<file path="src/rtl/swm_pkg.sv">
// shared types and constants for the sliding window maximum block
// no dependencies; imported by swm_cell and sliding_window_maximum_top
package swm_pkg;

    localparam int WINDOW_MAX = 64;
    localparam int W_SAMPLE   = 32;
    localparam int W_POS      = 32;
    localparam int W_LEN      = 7;
    localparam logic [W_LEN-1:0] LEN_RESET = 7'd3;

    typedef logic signed [W_SAMPLE-1:0] t_sample;
    typedef logic [W_POS-1:0]           t_pos;

    // per-item control broadcast to every cell of the chain
    typedef struct packed {
        logic    step;
        logic    shift;
        logic    first;
        t_sample sample;
        t_pos    pos;
    } t_step_ctl;

endpackage

</file>
<file path="src/rtl/swm_cell.sv">
// one candidate slot of the monotonic store: value, position and occupied flag
// depends on swm_pkg; its neighbors in the chain are wired by the top level
module swm_cell (
    input  logic               i_clk,
    input  logic               i_rst_n,
    input  swm_pkg::t_step_ctl i_ctl,
    input  logic               i_head,
    input  logic               i_above_keep,
    input  swm_pkg::t_sample   i_above_value,
    input  swm_pkg::t_pos      i_above_pos,
    input  logic               i_below_keep,
    output logic               o_keep,
    output logic               o_valid,
    output swm_pkg::t_sample   o_value,
    output swm_pkg::t_pos      o_pos,
    output swm_pkg::t_sample   o_next_value
);
    import swm_pkg::*;

    logic    r_valid;
    t_sample r_value;
    t_pos    r_pos;
    logic    n_valid;
    t_sample n_value;
    t_pos    n_pos;
    logic    src_keep;
    logic    lower_keep;

    // survives the pop: older than the new item and strictly larger
    assign o_keep = r_valid && !i_ctl.first && (r_value > i_ctl.sample);

    always_comb begin
        src_keep   = i_ctl.shift ? i_above_keep : o_keep;
        lower_keep = i_head || (i_ctl.shift ? o_keep : i_below_keep);
        n_valid    = 1'b0;
        n_value    = r_value;
        n_pos      = r_pos;
        if (src_keep) begin
            n_valid = 1'b1;
            n_value = i_ctl.shift ? i_above_value : r_value;
            n_pos   = i_ctl.shift ? i_above_pos : r_pos;
        end else if (lower_keep) begin
            // first free slot after the kept prefix takes the new item
            n_valid = 1'b1;
            n_value = i_ctl.sample;
            n_pos   = i_ctl.pos;
        end
    end

    always_ff @(posedge i_clk) begin
        if (!i_rst_n) begin
            r_valid <= 1'b0;
        end else if (i_ctl.step) begin
            r_valid <= n_valid;
        end
        if (i_ctl.step) begin
            r_value <= n_value;
            r_pos   <= n_pos;
        end
    end

    assign o_valid      = r_valid;
    assign o_value      = r_value;
    assign o_pos        = r_pos;
    assign o_next_value = n_value;

endmodule
</file>
<file path="config.mk">
export PLATFORM = sky130hd
export DESIGN_NAME = swm_cell
export DESIGN_NICKNAME = d
export VERILOG_FILES = /design/src/rtl/swm_pkg.sv /design/src/rtl/swm_cell.sv
export SDC_FILE = /design/constraint.sdc
export NUM_CORES = 1
export LEC_CHECK = 0
export BUFFER_PORTS_ARGS = -buffer_cell sky130_fd_sc_hd__buf_4
export CAP_MARGIN = 40
export CORE_MARGIN = 4
export CORE_UTILIZATION = 49
export CTS_BUF_LIST = sky130_fd_sc_hd__clkbuf_8
export DETAILED_ROUTE_END_ITERATION = 10
export PLACE_DENSITY_LB_ADDON = 0.08
export SYNTH_ARGS = -nofsm -noshare
export SYNTH_HDL_FRONTEND = slang
export SYNTH_SLANG_ARGS = --single-unit
</file>
<file path="constraint.sdc">
create_clock -name i_clk -period 9.4 [get_ports i_clk]
set_clock_uncertainty 0.05 [all_clocks]
set_input_delay 0.47 -clock i_clk [delete_from_list [all_inputs] [get_ports i_clk]]
set_output_delay 0.47 -clock i_clk [all_outputs]
set_load 0.1 [all_outputs]
</file>
==> impl_metrics.ini <==
[die]
std_cell_rows = 33
io_pins = 234
chipWidth_um = 99.3
coreArea_um2 = 8180
dieHeight_um = 99.3
dieArea_um2 = 9860
start_util_pct = 50.0

[drt]
first_pass_iters = 5
drt_drc_violations_left = 0
antenna_left = 0
vias = 3758
routed_via_density = 5.75
wl_per_cell_um = 19.3
drt-total-wl_um = 12600
initialDrtViolationCount = 139

[cts]
post_cts_buffers = 0
cts.sinks = 65
clkTransAtPathRegs_ns = 0.08
clkLatencyLatePin_ns = 0.34
root_buffer = clkbuf_8
ctsHoldBuffers = 0
cts_tree = done
htree_levels = 3
cts_resized = 0
cts_buffers = 9
clockBufferDepth = 2

[global_routing]
track_usage_pct = 24.8
first_global_vias = 3908
grt_max_degree = 38
antenna_found_initial = 0
grt_pass1_wl_um = 19400
grt_overflow = 0

[synthesis]
ys_seq_area_share_pct = 47.5
dominantRegCellSynth = edfxtp_1
ys_ff_latch = 65
synthMuxAreaShare_pct = 8.82
synthXorXnorAreaFrac_pct = 0
yosysWarnings = 0
synthAdderAreaFrac_pct = 9.80
synth-compound-area-share_pct = 21.9
syn-num-nets = 483
yosys-top-cells-area = edfxtp_1 47%, ha_1 9.8%, a32o_1 7.8%
async_reset_ff_share_pct = 0
yosysMostFrequentCell = edfxtp_1
synth_area_um2 = 4090
synth_edf_count = 64
synth_top_area_share_pct = 47.0
synth.distinct_cells = 39
synth_common_cells = 64 x edfxtp_1, 37 x inv_1, 32 x a32o_1, 32 x ha_1, 30 x a221o_1
syn_area_per_cell_um2 = 13.0
yosysTopAreaCell = edfxtp_1
synth_top_family_by_area = compound AO/OA/AOI/OAI gates
synth_cells = 315
yosys.area_share.simple_pct = 4.13

[final_layout]
final_area_um2 = 6050
nFillCells = 602
drive_above_1_share_pct = 50.0
syn_to_final_growth_pct = 47.9
antenna_cells = 0
final_net_count = 711

[critical_path]
path_class = register to output pin
worstPathMaxFanout = 37
cpPeakStageDelay_ns = 0.73
worstPathRequired_ns = 8.88
cp-end-kind = output pin
cp_top_family = compound AO/OA/AOI/OAI gates
path_cells = ha_1 -> and4_1 -> or4b_1 -> nor3_1 -> a21oi_1 -> nand2_1 -> o21a_2 -> a21oi_4 -> buf_16 -> a221o_2 -> buf_4
worstSetupStartpointType = register
critical_path_arrival_ns = 4.16
cp_slowest_cell = o21a_2
worst-path-buf-inv = 2

[run]
cap_violations = 0

[sta]
setup_viol_count_final = 0
slew_viol_final = 0
final.setup.worst_slack_ns = 4.72
worst_pin_slew_ns = 0.928
fin_setup_tns_ns = 0
fin_crit_ns = 4.68
slew_headroom_pct = 38.0
fmax_mhz = 214
final-hold-violation-count = 0
grt_setup_unrepaired = false
post-route-period-util_pct = 49.8
timing.hold.ws_ns = 0.348

[placed_design]
gp_congestion = 0.796
io_buffers = 233
dpl-instance-area_um2 = 5850
dp_slack_ns = 4.95
hpwl_um = 9460

[power]
ir_drop_mv = 0.131
p_leak_nw = 2.77
powerDensity_nw_per_um2 = 194

[hold_path]
min_path_type = input port to register

[status]
status = finished clean
==> worst register-to-register path: cells and delay by family, from the launching register on <==
kind | cells | cell delay, ns
adders and majority gates | 1 | 0.34
DFF | 1 | 0.45
AOI/OAI and AO/OA | 4 | 1.36
and+or+nand+nor | 4 | 0.98
buffers and inverters | 2 | 0.67
==> where the power goes <==
part	internal [mW]	switching [mW]	total, mW
Combinational	0.144	0.418	0.563
Sequential	0.353	0.0190	0.372
Clock	0.122	0.115	0.237
Total	0.620	0.552	1.17
==> metal layers <==
| metal | GRT usage (%) | up-vias | wire length [µm] |
|---|---|---|---|
| li1 | - | 1746 | - |
| met1 | 28.4 | 1788 | 4680 |
| met2 | 42.7 | 205 | 6360 |
| met3 | 9.68 | 19 | 1300 |
| met4 | 7.88 | 0 | 231 |
| met5 | 0 | - | 0 |
==> logic make-up (layout without fill, tap and decap cells) <==
group	Yosys count	after routing
AND/OR/NAND/NOR	31	31
buffers and inverters	57	290
multiplexers	32	32
adder cells (fa/ha/maj)	32	32
AO/OA/AOI/OAI	98	98
flip-flops	65	65
==> final timing paths <==
check,from,endpoint,slack (ns),cells after the start
max,o_value[10]$_DFFE_PP_,o_next_value[0],4.72,11
min reg2reg,o_valid$_SDFFE_PN0P_,o_valid$_SDFFE_PN0P_,0.51,2
max reg2reg,o_value[10]$_DFFE_PP_,o_pos[13]$_DFFE_PP_,5.20,11
min,i_rst_n,o_valid$_SDFFE_PN0P_,0.35,3
==> layout by cell type, fill, tap and decap left out, drive strengths merged, types with 2 or more instances in the layout <==
cell and count:
edfxtp 64, nor3 2, o211a 2, mux2 32, a21oi 17, nand3 4, a221o 32, o21a 3
ha 32, nand4 5, inv 38, a32o 32, o21ai 4, a221oi 2, and2 2, buf 237
clkinv 4, clkbuf 9, nand2 10
==> state kept, by name (all words and copies together) (netlist names) <==
register  cells
o_value      32
o_pos        32
o_valid       1
==> area by class of cell <==
class / count / area (µm²) / share of cell area [%]
tap: 105 / 131 / 2.17
sequential: 65 / 1940 / 32.1
clock buffer: 9 / 124 / 2.05
timing repair buffer: 237 / 1800 / 29.8
inverter: 37 / 139 / 2.30
clock inverter: 7 / 68.8 / 1.14
multi-input combinational: 193 / 1840 / 30.5
==> through the flow <==
step                power, mW  utilization [%]  instances
finish                   1.17             74.0        653
global route             1.22             74.0        653
CTS                      1.18             74.0        653
detailed placement      0.940             71.6        637
global placement        0.933             71.3        636
floorplan               0.802                -        315
Note: power is estimated with default switching activity, not from simulation.
